==> config.mk <==
export PLATFORM = sky130hd
export DESIGN_NAME = lfu_slot_replacement_unit
export DESIGN_NICKNAME = d
export VERILOG_FILES = /design/src/rtl/lfu_pkg.sv /design/src/rtl/lfu_ram.sv /design/src/rtl/lfu_datapath.sv /design/src/rtl/lfu_ctrl.sv /design/src/rtl/lfu_slot_replacement_unit.sv
export SDC_FILE = /design/constraint.sdc
export NUM_CORES = 2
export LEC_CHECK = 0
export ABC_AREA = 1
export BUFFER_PORTS_ARGS = -buffer_cell sky130_fd_sc_hd__buf_2
export CORE_AREA = 2 2 501 379
export DETAILED_ROUTE_END_ITERATION = 6
export DIE_AREA = 0 0 503 381
export MAX_ROUTING_LAYER = met4
export PLACE_DENSITY = 0.56
export SYNTH_ARGS = -nofsm -noshare
export SYNTH_HDL_FRONTEND = slang
export SYNTH_HIERARCHICAL = 1
export SYNTH_SLANG_ARGS = --single-unit
==> constraint.sdc <==
create_clock -name aclk -period 13.5 [get_ports aclk]
set_clock_uncertainty 0.05 [all_clocks]
set_input_delay 2.025 -clock aclk [delete_from_list [all_inputs] [get_ports aclk]]
set_output_delay 2.025 -clock aclk [all_outputs]
set_load 0.01 [all_outputs]
==> src/rtl/lfu_pkg.sv <==
// shared types and constants for the lfu slot replacement block
`default_nettype none

package lfu_pkg;

    // field widths fixed by the item format
    localparam int ID_W   = 7;
    localparam int CFG_W  = 6;
    localparam int CNT_W  = 16;
    localparam int KIND_W = 3;

    localparam logic [CNT_W-1:0] CNT_MAX = 16'hFFFF;
    localparam logic [CFG_W-1:0] SLOT_COUNT_RESET = 6'd20;

    // most ids reported by one list command
    localparam int LIST_MAX = 32;
    localparam int LIST_W   = 6;

    // command codes
    localparam logic [1:0] CMD_VOTE  = 2'd0;
    localparam logic [1:0] CMD_LIST  = 2'd1;
    localparam logic [1:0] CMD_CLEAR = 2'd2;

    // result kinds
    localparam logic [KIND_W-1:0] KIND_HIT      = 3'd0;
    localparam logic [KIND_W-1:0] KIND_INSERTED = 3'd1;
    localparam logic [KIND_W-1:0] KIND_EVICTED  = 3'd2;
    localparam logic [KIND_W-1:0] KIND_LISTED   = 3'd3;
    localparam logic [KIND_W-1:0] KIND_EMPTY    = 3'd4;
    localparam logic [KIND_W-1:0] KIND_CLEARED  = 3'd5;

    typedef struct packed {
        logic [1:0]      command;
        logic [ID_W-1:0] candidate_id;
    } in_item_t;

    typedef struct packed {
        logic [KIND_W-1:0] kind;
        logic [ID_W-1:0]   result_id;
        logic              last;
    } out_item_t;

    // one slot of the table
    typedef struct packed {
        logic [ID_W-1:0]  id;
        logic [CNT_W-1:0] hits;
        logic [CNT_W-1:0] stamp;
    } slot_entry_t;

    // controller to datapath
    typedef struct packed {
        logic capture;
        logic clr_start;
        logic clr_step;
        logic scan_start;
        logic scan_step;
        logic hit_write;
        logic evict_map;
        logic insert_write;
        logic list_start;
        logic list_rd;
        logic list_emit;
        logic res_empty;
        logic res_cleared;
    } lfu_cmd_t;

    // datapath to controller
    typedef struct packed {
        logic [1:0] command;
        logic       id_ok;
        logic       count_zero;
        logic       clr_done;
        logic       scan_last;
        logic       hit;
        logic       need_evict;
        logic       map_bit;
        logic       res_last;
    } lfu_stat_t;

endpackage

`default_nettype wire

==> src/rtl/lfu_ram.sv <==
// generic single write port ram with registered read
`default_nettype none

module lfu_ram #(
    parameter int WIDTH = 8,
    parameter int DEPTH = 32,
    localparam int ADDR_W = (DEPTH > 1) ? $clog2(DEPTH) : 1
) (
    input  wire logic              aclk,
    input  wire logic              wr_en,
    input  wire logic [ADDR_W-1:0] wr_addr,
    input  wire logic [WIDTH-1:0]  wr_data,
    input  wire logic              rd_en,
    input  wire logic [ADDR_W-1:0] rd_addr,
    output logic      [WIDTH-1:0]  rd_data
);

    logic [WIDTH-1:0] mem [DEPTH];

    always_ff @(posedge aclk) begin
        if (wr_en) begin
            mem[wr_addr] <= wr_data;
        end
        if (rd_en) begin
            rd_data <= mem[rd_addr];
        end
    end

endmodule

`default_nettype wire

==> src/rtl/lfu_datapath.sv <==
// slot table, resident bitmap, scan trackers and result staging
`default_nettype none

module lfu_datapath #(
    parameter int MAX_SLOTS = 32,
    parameter int ID_COUNT  = 128
) (
    input  wire logic                     aclk,
    input  wire logic                     aresetn,
    input  wire lfu_pkg::in_item_t        s_item,
    input  wire logic                     cfg_wr_en,
    input  wire logic [lfu_pkg::CFG_W-1:0] cfg_wr_data,
    input  wire lfu_pkg::lfu_cmd_t        cmd,
    output lfu_pkg::lfu_stat_t            stat,
    output lfu_pkg::out_item_t            res
);

    import lfu_pkg::*;

    localparam int SLOT_AW = (MAX_SLOTS > 1) ? $clog2(MAX_SLOTS) : 1;
    localparam int MAP_AW  = $clog2(ID_COUNT);
    localparam int CNT_SW  = $clog2(MAX_SLOTS + 1);
    localparam int CMP_W   = (CNT_SW > CFG_W) ? CNT_SW : CFG_W;
    localparam int ENTRY_W = $bits(slot_entry_t);

    // control state
    logic [CFG_W-1:0]     slot_count_reg;
    logic [CNT_W-1:0]     vote_index_reg, vote_index_next;
    logic [CNT_SW-1:0]    count_reg;
    logic [MAX_SLOTS-1:0] slot_valid_reg;
    logic [SLOT_AW:0]     ptr_reg;
    logic [MAP_AW:0]      mptr_reg;
    logic [LIST_W-1:0]    emitted_reg;
    logic                 ev_vld_reg;
    logic                 match_found_reg, victim_found_reg, free_found_reg;

    // payload
    in_item_t             item_reg;
    logic [SLOT_AW-1:0]   ev_idx_reg;
    logic [SLOT_AW-1:0]   match_idx_reg, victim_idx_reg, free_idx_reg;
    slot_entry_t          match_entry_reg, victim_entry_reg;
    logic [MAP_AW-1:0]    laddr_reg;
    out_item_t            res_reg;

    // memories
    logic                 slot_we;
    logic [SLOT_AW-1:0]   slot_waddr;
    slot_entry_t          slot_wdata;
    logic [ENTRY_W-1:0]   slot_rdata;
    slot_entry_t          ev_entry;

    logic                 map_we;
    logic [MAP_AW-1:0]    map_waddr;
    logic                 map_wdata;
    logic [0:0]           map_rdata;

    logic                 ev_valid, better_victim;
    logic [CMP_W-1:0]     sc_ext, cap, cnt_ext, list_total;
    logic                 need_evict;
    logic [SLOT_AW-1:0]   target_idx;
    logic [CNT_W-1:0]     hits_inc;

    lfu_ram #(.WIDTH(ENTRY_W), .DEPTH(MAX_SLOTS)) u_slot_ram (
        .aclk    (aclk),
        .wr_en   (slot_we),
        .wr_addr (slot_waddr),
        .wr_data (slot_wdata),
        .rd_en   (cmd.scan_step),
        .rd_addr (ptr_reg[SLOT_AW-1:0]),
        .rd_data (slot_rdata)
    );

    lfu_ram #(.WIDTH(1), .DEPTH(ID_COUNT)) u_map_ram (
        .aclk    (aclk),
        .wr_en   (map_we),
        .wr_addr (map_waddr),
        .wr_data (map_wdata),
        .rd_en   (cmd.list_rd),
        .rd_addr (mptr_reg[MAP_AW-1:0]),
        .rd_data (map_rdata)
    );

    // capacity clamped to 1..MAX_SLOTS
    always_comb begin
        sc_ext = CMP_W'(slot_count_reg);
        if (sc_ext == '0) begin
            cap = CMP_W'(1);
        end else if (sc_ext > CMP_W'(MAX_SLOTS)) begin
            cap = CMP_W'(MAX_SLOTS);
        end else begin
            cap = sc_ext;
        end
        cnt_ext    = CMP_W'(count_reg);
        need_evict = (cnt_ext >= cap);
        list_total = (cnt_ext > CMP_W'(LIST_MAX)) ? CMP_W'(LIST_MAX) : cnt_ext;
    end

    // scan evaluation of the slot read last cycle
    always_comb begin
        ev_entry      = slot_entry_t'(slot_rdata);
        ev_valid      = ev_vld_reg && slot_valid_reg[ev_idx_reg];
        better_victim = !victim_found_reg
                        || (ev_entry.hits < victim_entry_reg.hits)
                        || ((ev_entry.hits == victim_entry_reg.hits)
                            && (ev_entry.stamp < victim_entry_reg.stamp));
    end

    always_comb begin
        target_idx      = need_evict ? victim_idx_reg : free_idx_reg;
        hits_inc        = (match_entry_reg.hits != CNT_MAX) ?
                          match_entry_reg.hits + CNT_W'(1) : match_entry_reg.hits;
        vote_index_next = (vote_index_reg != CNT_MAX) ?
                          vote_index_reg + CNT_W'(1) : vote_index_reg;
    end

    // slot write port
    always_comb begin
        slot_we    = cmd.hit_write || cmd.insert_write;
        slot_waddr = cmd.hit_write ? match_idx_reg : target_idx;
        if (cmd.hit_write) begin
            slot_wdata = '{id: match_entry_reg.id, hits: hits_inc,
                           stamp: match_entry_reg.stamp};
        end else begin
            slot_wdata = '{id: item_reg.candidate_id, hits: CNT_W'(1),
                           stamp: vote_index_reg};
        end
    end

    // bitmap write port
    always_comb begin
        map_we    = cmd.clr_step || cmd.evict_map || cmd.insert_write;
        map_waddr = mptr_reg[MAP_AW-1:0];
        map_wdata = 1'b0;
        if (cmd.evict_map) begin
            map_waddr = MAP_AW'(victim_entry_reg.id);
        end else if (cmd.insert_write) begin
            map_waddr = MAP_AW'(item_reg.candidate_id);
            map_wdata = 1'b1;
        end
    end

    always_ff @(posedge aclk) begin
        if (!aresetn) begin
            slot_count_reg   <= SLOT_COUNT_RESET;
            vote_index_reg   <= '0;
            count_reg        <= '0;
            slot_valid_reg   <= '0;
            ptr_reg          <= '0;
            mptr_reg         <= '0;
            emitted_reg      <= '0;
            ev_vld_reg       <= 1'b0;
            match_found_reg  <= 1'b0;
            victim_found_reg <= 1'b0;
            free_found_reg   <= 1'b0;
        end else begin
            if (cfg_wr_en) begin
                slot_count_reg <= cfg_wr_data;
            end
            ev_vld_reg <= cmd.scan_step;

            if (cmd.clr_start) begin
                vote_index_reg <= '0;
                count_reg      <= '0;
                slot_valid_reg <= '0;
                mptr_reg       <= '0;
            end
            if (cmd.clr_step || cmd.list_rd) begin
                mptr_reg <= mptr_reg + (MAP_AW+1)'(1);
            end
            if (cmd.list_start) begin
                mptr_reg    <= '0;
                emitted_reg <= '0;
            end
            if (cmd.list_emit) begin
                emitted_reg <= emitted_reg + LIST_W'(1);
            end

            if (cmd.scan_start) begin
                ptr_reg          <= '0;
                match_found_reg  <= 1'b0;
                victim_found_reg <= 1'b0;
                free_found_reg   <= 1'b0;
            end
            if (cmd.scan_step) begin
                ptr_reg <= ptr_reg + (SLOT_AW+1)'(1);
            end
            if (ev_valid && (ev_entry.id == item_reg.candidate_id)) begin
                match_found_reg <= 1'b1;
            end
            if (ev_valid && better_victim) begin
                victim_found_reg <= 1'b1;
            end
            if (ev_vld_reg && !ev_valid) begin
                free_found_reg <= 1'b1;
            end

            if (cmd.hit_write) begin
                vote_index_reg <= vote_index_next;
            end
            if (cmd.insert_write) begin
                vote_index_reg             <= vote_index_next;
                slot_valid_reg[target_idx] <= 1'b1;
                if (!need_evict) begin
                    count_reg <= count_reg + CNT_SW'(1);
                end
            end
        end
    end

    // payload registers
    always_ff @(posedge aclk) begin
        if (cmd.capture) begin
            item_reg <= s_item;
        end
        if (cmd.scan_step) begin
            ev_idx_reg <= ptr_reg[SLOT_AW-1:0];
        end
        if (ev_valid && (ev_entry.id == item_reg.candidate_id)) begin
            match_idx_reg   <= ev_idx_reg;
            match_entry_reg <= ev_entry;
        end
        if (ev_valid && better_victim) begin
            victim_idx_reg   <= ev_idx_reg;
            victim_entry_reg <= ev_entry;
        end
        if (ev_vld_reg && !ev_valid && !free_found_reg) begin
            free_idx_reg <= ev_idx_reg;
        end
        if (cmd.list_rd) begin
            laddr_reg <= mptr_reg[MAP_AW-1:0];
        end

        if (cmd.hit_write) begin
            res_reg <= '{kind: KIND_HIT, result_id: '0, last: 1'b1};
        end else if (cmd.insert_write) begin
            if (need_evict) begin
                res_reg <= '{kind: KIND_EVICTED, result_id: victim_entry_reg.id,
                             last: 1'b1};
            end else begin
                res_reg <= '{kind: KIND_INSERTED, result_id: '0, last: 1'b1};
            end
        end else if (cmd.list_emit) begin
            res_reg <= '{kind: KIND_LISTED, result_id: ID_W'(laddr_reg),
                         last: ((CMP_W'(emitted_reg) + CMP_W'(1)) == list_total)};
        end else if (cmd.res_empty) begin
            res_reg <= '{kind: KIND_EMPTY, result_id: '0, last: 1'b1};
        end else if (cmd.res_cleared) begin
            res_reg <= '{kind: KIND_CLEARED, result_id: '0, last: 1'b1};
        end
    end

    always_comb begin
        stat.command    = item_reg.command;
        stat.id_ok      = (32'(item_reg.candidate_id) < 32'(ID_COUNT));
        stat.count_zero = (count_reg == '0);
        stat.clr_done   = (mptr_reg == (MAP_AW+1)'(ID_COUNT - 1));
        stat.scan_last  = (ptr_reg == (SLOT_AW+1)'(MAX_SLOTS - 1));
        stat.hit        = match_found_reg;
        stat.need_evict = need_evict;
        stat.map_bit    = map_rdata[0];
        stat.res_last   = res_reg.last;
    end

    assign res = res_reg;

endmodule

`default_nettype wire

==> src/rtl/lfu_ctrl.sv <==
// sequencing state machine for vote, list and clear
`default_nettype none

module lfu_ctrl (
    input  wire logic               aclk,
    input  wire logic               aresetn,
    input  wire logic               s_valid,
    output logic                    s_ready,
    input  wire logic               out_free,
    output logic                    out_load,
    input  wire lfu_pkg::lfu_stat_t stat,
    output lfu_pkg::lfu_cmd_t       cmd
);

    import lfu_pkg::*;

    typedef enum logic [10:0] {
        S_CLR      = 11'b00000000001,
        S_IDLE     = 11'b00000000010,
        S_DISPATCH = 11'b00000000100,
        S_SCAN     = 11'b00000001000,
        S_SCAN_END = 11'b00000010000,
        S_DECIDE   = 11'b00000100000,
        S_EVICT    = 11'b00001000000,
        S_INSERT   = 11'b00010000000,
        S_LIST_RD  = 11'b00100000000,
        S_LIST_CHK = 11'b01000000000,
        S_OUT      = 11'b10000000000
    } state_t;

    state_t state_reg, state_next;
    logic   clr_emit_reg, clr_emit_next;

    always_ff @(posedge aclk) begin
        if (!aresetn) begin
            state_reg    <= S_CLR;
            clr_emit_reg <= 1'b0;
        end else begin
            state_reg    <= state_next;
            clr_emit_reg <= clr_emit_next;
        end
    end

    always_comb begin
        state_next    = state_reg;
        clr_emit_next = clr_emit_reg;
        cmd           = '0;
        s_ready       = 1'b0;
        out_load      = 1'b0;
        case (state_reg)
            S_CLR: begin
                cmd.clr_step = 1'b1;
                if (stat.clr_done) begin
                    clr_emit_next = 1'b0;
                    if (clr_emit_reg) begin
                        cmd.res_cleared = 1'b1;
                        state_next      = S_OUT;
                    end else begin
                        state_next = S_IDLE;
                    end
                end
            end
            S_IDLE: begin
                s_ready = 1'b1;
                if (s_valid) begin
                    cmd.capture = 1'b1;
                    state_next  = S_DISPATCH;
                end
            end
            S_DISPATCH: begin
                case (stat.command)
                    CMD_VOTE: begin
                        if (stat.id_ok) begin
                            cmd.scan_start = 1'b1;
                            state_next     = S_SCAN;
                        end else begin
                            state_next = S_IDLE;
                        end
                    end
                    CMD_LIST: begin
                        if (stat.count_zero) begin
                            cmd.res_empty = 1'b1;
                            state_next    = S_OUT;
                        end else begin
                            cmd.list_start = 1'b1;
                            state_next     = S_LIST_RD;
                        end
                    end
                    CMD_CLEAR: begin
                        cmd.clr_start = 1'b1;
                        clr_emit_next = 1'b1;
                        state_next    = S_CLR;
                    end
                    default: begin
                        state_next = S_IDLE;
                    end
                endcase
            end
            S_SCAN: begin
                cmd.scan_step = 1'b1;
                if (stat.scan_last) begin
                    state_next = S_SCAN_END;
                end
            end
            S_SCAN_END: begin
                state_next = S_DECIDE;
            end
            S_DECIDE: begin
                if (stat.hit) begin
                    cmd.hit_write = 1'b1;
                    state_next    = S_OUT;
                end else if (stat.need_evict) begin
                    state_next = S_EVICT;
                end else begin
                    state_next = S_INSERT;
                end
            end
            S_EVICT: begin
                cmd.evict_map = 1'b1;
                state_next    = S_INSERT;
            end
            S_INSERT: begin
                cmd.insert_write = 1'b1;
                state_next       = S_OUT;
            end
            S_LIST_RD: begin
                cmd.list_rd = 1'b1;
                state_next  = S_LIST_CHK;
            end
            S_LIST_CHK: begin
                if (stat.map_bit) begin
                    cmd.list_emit = 1'b1;
                    state_next    = S_OUT;
                end else begin
                    state_next = S_LIST_RD;
                end
            end
            S_OUT: begin
                if (out_free) begin
                    out_load   = 1'b1;
                    state_next = stat.res_last ? S_IDLE : S_LIST_RD;
                end
            end
            default: begin
                state_next = S_IDLE;
            end
        endcase
    end

endmodule

`default_nettype wire

==> src/rtl/lfu_slot_replacement_unit.sv <==
// top level of the lfu slot replacement block
`default_nettype none

// Table of up to MAX_SLOTS resident ids with least-frequently-used
// replacement, ties broken by earliest insertion. One input item is worked
// on at a time; the output register lets the next item be accepted while
// a result still waits for m_ready. The slot table is a single-read-port ram
// and the victim/match search walks it one slot per cycle. A hit is then
// written from the decide state, a plain insert goes through an insert
// state, and an eviction through an evict state before the insert state;
// the next item can be accepted from the cycle in which m_valid rises.
// A list command walks the resident bitmap with a read state and a check
// state per id, plus an output state for each listed id, which also waits
// on m_ready. A clear command, and the pass after reset, sweep the bitmap
// ram one id per cycle, during which no item is accepted (configuration
// writes are still taken).

module lfu_slot_replacement_unit #(
    parameter int MAX_SLOTS = 32,
    parameter int ID_COUNT  = 128
) (
    input  wire logic                      aclk,
    input  wire logic                      aresetn,
    // input items
    input  wire logic                      s_valid,
    output logic                           s_ready,
    input  wire lfu_pkg::in_item_t         s_item,
    // result items
    output logic                           m_valid,
    input  wire logic                      m_ready,
    output lfu_pkg::out_item_t             m_item,
    // slot_count register
    input  wire logic                      cfg_wr_en,
    input  wire logic [lfu_pkg::CFG_W-1:0] cfg_wr_data
);

    import lfu_pkg::*;

    lfu_cmd_t  cmd;
    lfu_stat_t stat;
    out_item_t res;
    logic      out_free, out_load;

    // output register
    logic      m_valid_reg;
    out_item_t m_item_reg;

    // register is free when empty or being drained this cycle
    assign out_free = !m_valid_reg || m_ready;

    lfu_ctrl u_ctrl (
        .aclk     (aclk),
        .aresetn  (aresetn),
        .s_valid  (s_valid),
        .s_ready  (s_ready),
        .out_free (out_free),
        .out_load (out_load),
        .stat     (stat),
        .cmd      (cmd)
    );

    lfu_datapath #(
        .MAX_SLOTS (MAX_SLOTS),
        .ID_COUNT  (ID_COUNT)
    ) u_datapath (
        .aclk        (aclk),
        .aresetn     (aresetn),
        .s_item      (s_item),
        .cfg_wr_en   (cfg_wr_en),
        .cfg_wr_data (cfg_wr_data),
        .cmd         (cmd),
        .stat        (stat),
        .res         (res)
    );

    always_ff @(posedge aclk) begin
        if (!aresetn) begin
            m_valid_reg <= 1'b0;
        end else if (out_load) begin
            m_valid_reg <= 1'b1;
        end else if (m_ready) begin
            m_valid_reg <= 1'b0;
        end
    end

    always_ff @(posedge aclk) begin
        if (out_load) begin
            m_item_reg <= res;
        end
    end

    assign m_valid = m_valid_reg;
    assign m_item  = m_item_reg;

endmodule

`default_nettype wire
Word level (Yosys, flattened, before mapping) --
Memories as Yosys holds them, arrays and structs flattened. A register that Yosys moved wholly into a read port is not among the register bits. Index checks and enable logic that the tools add are counted.
Storage, ports and cells: register bits 233, bits in latches 0, bits in writable memories 1376, ROM bits 0, input bits 20, output and inout bits 13, logic and storage cells 198, memories kept 2
Cells by class: add/subtract/negate cells 6, multipliers 0, divide/modulo/power cells 0, magnitude comparators 8, eq/ne operators 25, shift operators 0, multiplexer cells 88, bitwise logic cells 2, reductions and logical operators 34
Memory list:
- u_datapath.u_slot_ram.mem | words 32, bits a word 39, read ports 1, clocked after memory_dff 1, wr ports 1, RTL line lfu_ram.sv:18 | logic [WIDTH-1:0] mem [DEPTH];
- u_datapath.u_map_ram.mem | words 128, bits a word 1, read ports 1, clocked after memory_dff 1, wr ports 1, RTL line lfu_ram.sv:18
Operators with widths (number):
- 11-bit two-way mux | 12
- 11-bit case mux with 11 select lines | 1
- 32-bit two-way mux | 3
- 16-bit two-way mux | 5
- 6-bit two-way mux | 10
- 1-bit two-way mux | 43
- 39-bit two-way mux | 1
- 11-bit case mux with 3 select lines | 1
- 16-bit by 1-bit adder with 16-bit output (second input constant) | 2
- 16-bit less-than comparator | 2
- 16-bit inequality test (second input constant) | 2
- 32-bit OR | 1
- 8-bit two-way mux | 3
- 6-bit by 1-bit adder with 6-bit output (second input constant) | 3
- 16-bit == test | 1
- 2-bit nonzero test | 8
- 7-bit two-way mux | 2
- 6-bit > comparator (second input constant) | 2
- 6-bit logical NOT | 2
- 5-bit by 6-bit less-than comparator with 1-bit output (second input constant) | 2
- 11-bit by 1-bit == test with 1-bit output (second input constant) | 1
- 11-bit by 10-bit == test with 1-bit output (second input constant) | 1
- 11-bit == test (second input constant) | 1
- 11-bit by 2-bit == test with 1-bit output (second input constant) | 1
- 33 further kinds | 53

Depth between registers and ports, before layout --
depth after elaboration 11, gate-level depth with buffers 17

Hierarchy --
Netlist, hierarchy kept.
Modules (own cells, without submodules):
- lfu_ram at u_datapath.u_slot_ram | instances 1, cells each 4298, area an instance 51350.5 um^2, seq. area each 38647.1 um^2
- lfu_datapath | instances 1, cells each 1195, area an instance 10251.1 um^2, seq. area each 5325.1 um^2
- lfu_ram at u_datapath.u_map_ram | instances 1, cells each 620, area an instance 5936.9 um^2, seq. area each 3873.7 um^2
- lfu_ctrl | instances 1, cells each 151, area an instance 904.6 um^2, seq. area each 240.2 um^2
- lfu_slot_replacement_unit | instances 1, cells each 17, area an instance 376.6 um^2, seq. area each 350.3 um^2

Least setup slack after synthesis --
OpenSTA, ideal clock, no wires.
path type flip-flop to flip-flop, start register u_ctrl.state_reg[8], end memory u_datapath.u_map_ram.mem[0], data pin, arrival 4184 ps, required time 12652 ps, path slack 8469 ps, cell stages (with the launch flop) 8, buffers on the path 0, period minus slack after synthesis 5031 ps, cells stage by stage dfxtp_1 > nor2_2 > nand2_4 > nor2_4 > nand2_1 > inv_1 > clkinv_1 > nor2_1
RTL lines:
- start, declared | RTL line lfu_ctrl.sv:31 | state_t state_reg, state_next;
- start signal, assigned | RTL line lfu_ctrl.sv:39 | state_reg <= state_next;
- end, declared | RTL line lfu_ram.sv:18

==> impl_metrics.json <==
{
  "status": "finished clean",
  "vias": 46630,
  "rows": 138,
  "setup_violations": 0,
  "rsz0062_at_grt": "false",
  "core-area_um2": 187200,
  "ctsRootBufferMaster": "clkbuf_16",
  "synth_edf_count": 1541,
  "max_freq_mhz": 199.2,
  "synth_commonest_cells": "2293 x nand2_1, 1541 x edfxtp_1, 1153 x nand3_1",
  "cts_buffer_depth": 3,
  "ys.flop_type": "edfxtp_1",
  "grt_pass1_vias": 43500,
  "cts_sinks": 1649,
  "numCtsBuffers": 159,
  "cp.required_ns": 13.92,
  "leakage_nw": 26.57,
  "yosysWarnings": 6,
  "gr-total-overflow": 0,
  "post_cts_resize_count": 0,
  "wirelength_um": 194500,
  "die_y_um": 381,
  "drtIter0Drc": 5620,
  "path_clk_slew_ns": 0.06,
  "htreeDepth": 4,
  "hpwlAfterDp_um": 109700,
  "max_slew_margin": 0.1596,
  "nFillCells": 17770,
  "grt_pass1_wl_um": 288200,
  "vdd_drop_max_mv": 0.1226,
  "power.total_mw": 10.35,
  "antenna_found_initial": 5,
  "layout-drive-gt1-share": 0.07851,
  "max_cap_violations": 0,
  "io_pins": 33,
  "start_kind": "flip-flop",
  "gp_congestion": 0.8438,
  "dp_slack_ns": 8.497,
  "drv_slew": 0,
  "largest-register": "u_datapath/u_slot_ram/mem",
  "ys_types": 57,
  "finalCriticalPeriod_ns": 5.020,
  "syn_area_um2": 68820,
  "finalCritPeriodShare": 0.3719,
  "io_buffers": 32,
  "syn_avg_cell_area_um2": 10.96,
  "synth_top_area_share": 0.6724,
  "diodes": 0,
  "initial_core_util": 0.3677,
  "nNetsFinal": 6300,
  "setup_slack_ns": 8.480,
  "netlist_top_cells_area": "edfxtp_1 67%, nand2_1 13%, nand3_1 8.4%",
  "largest_register_ffs": 1248,
  "wl_per_cell_um": 21.88,
  "synth_nets": 6345,
  "drtPass1Iterations": 6,
  "critPathArrivalTime_ns": 5.44,
  "criticalPathCategory": "reg2reg",
  "async_reset_ff_frac": 0,
  "fin_cells": 8889,
  "regArea_um2": 48460,
  "worst_slew_pin_slew_ns": 1.256,
  "pwr_density_cell_nw_per_um2": 134.6,
  "grt_max_degree": 190,
  "ys_seq_area_frac": 0.7038,
  "cts_setup_buffers": 0,
  "largest_registers": "u_datapath/u_slot_ram/mem (1248), u_datapath/u_map_ram/mem (128)",
  "multiInputGateArea_um2": 18510,
  "syn_inst": 6281,
  "yosysTopAreaCell": "edfxtp_1",
  "hold_path.class": "reg2reg",
  "ant_nets": 0,
  "finalHoldViolations": 0,
  "cp_max_fo": 22,
  "end_kind": "flip-flop",
  "track_usage": 0.2059,
  "utilization": 0.4107,
  "vias_per_cell": 5.245,
  "fin_tns_setup_ns": 0,
  "ctsHoldBuffers": 0,
  "synth_most_common_cell": "nand2_1",
  "worstSkewPairLatency_ns": 0.81,
  "die_area_um2": 191600,
  "syn_to_final_growth_pct": 11.70,
  "cts_tree": "built",
  "placed_cells": 8595,
  "drc": 0,
  "synth_seq_cells": 1649,
  "die_w_um": 503
}
[cell usage in the layout (no fill, tap or decap), drive strengths merged, types with 10 or more instances in the layout]
cell type and n:
a21oi 99, a31oi 10, buf 127, clkbuf 205, clkinv 74, dfxtp 108
edfxtp 1541, ha 44, inv 212, nand2 2315, nand3 1154, nor2 286
nor3 32, o21ai 77
[worst max-delay path: stages (launching register included)]
cell	delay, ns
dfxtp_1	0.33
nor3_1	0.21
nand2_1	0.09
o21ai_0	0.19
ha_1	0.26
inv_1	0.05
a21boi_1	0.08
o21ai_4	0.25
nand2_8	0.13
o21ai_4	0.22
inv_2	0.10
o21ai_0	0.46
nand3_1	0.74
nor2_4	1.01
buf_4	0.43
[routing by layer]
metal  global-route usage  vias to the layer above  share of wire
li1                     -                    21540              -
met2               0.3007                     1782           0.44
met1               0.3005                    23050           0.46
met4              0.05711                        0          0.022
met5                    -                        -              0
met3              0.02714                      250          0.078
[power by group]
group / switching (mW) / total, mW / internal [mW]
clock: 1.96 / 4.37 / 2.42
combinational: 0.326 / 0.433 / 0.106
sequential: 0.0156 / 5.54 / 5.53
[cells by family after synthesis]
group | after synthesis | synth area share
AO/OA/AOI/OAI | 216 | 0.01798
XOR/XNOR | 15 | 0.001909
buffers and inverters | 543 | 0.03416
AND/OR/NAND/NOR | 3813 | 0.2341
adder cells (fa/ha/maj) | 44 | 0.008000
flip-flops | 1649 | 0.7038
other | 1 | 0.00005449
[cell type report]
| type | count | share of cell area |
|---|---|---|
| Multi-Input combinational cell | 4089 | 0.2408 |
| Clock inverter | 89 | 0.009765 |
| Inverter | 210 | 0.01064 |
| Clock buffer | 205 | 0.05548 |
| Tap cell | 2520 | 0.04101 |
| Timing Repair Buffer | 127 | 0.01201 |
| Sequential cell | 1649 | 0.6303 |
[final timing paths]
| check | startpoint | endpoint | slack (ns) | depth (start not counted) |
|---|---|---|---|---|
| max | u_datapath/sc_ext[2] | u_datapath/u_slot_ram/mem[13][35] | 8.48 | 14 |
| min | u_datapath/res[9] | m_item[9] | 0.39 | 0 |
| max reg2reg | u_datapath/sc_ext[2] | u_datapath/u_slot_ram/mem[13][35] | 8.48 | 14 |
| min reg2reg | u_datapath/res[9] | m_item[9] | 0.39 | 0 |
[metrics by stage]
| step | cell area (um2) | hold slack, ns |
|---|---|---|
| finish | 76880 | 0.3936 |
| global route | 76880 | 0.3970 |
| CTS | 76880 | 0.3932 |
| detailed placement | 71860 | 0.3783 |
| global placement | 71860 | 0.3744 |
| floorplan | 68820 | 0.3583 |
No activity file was read; power rests on OpenSTA's default activity.
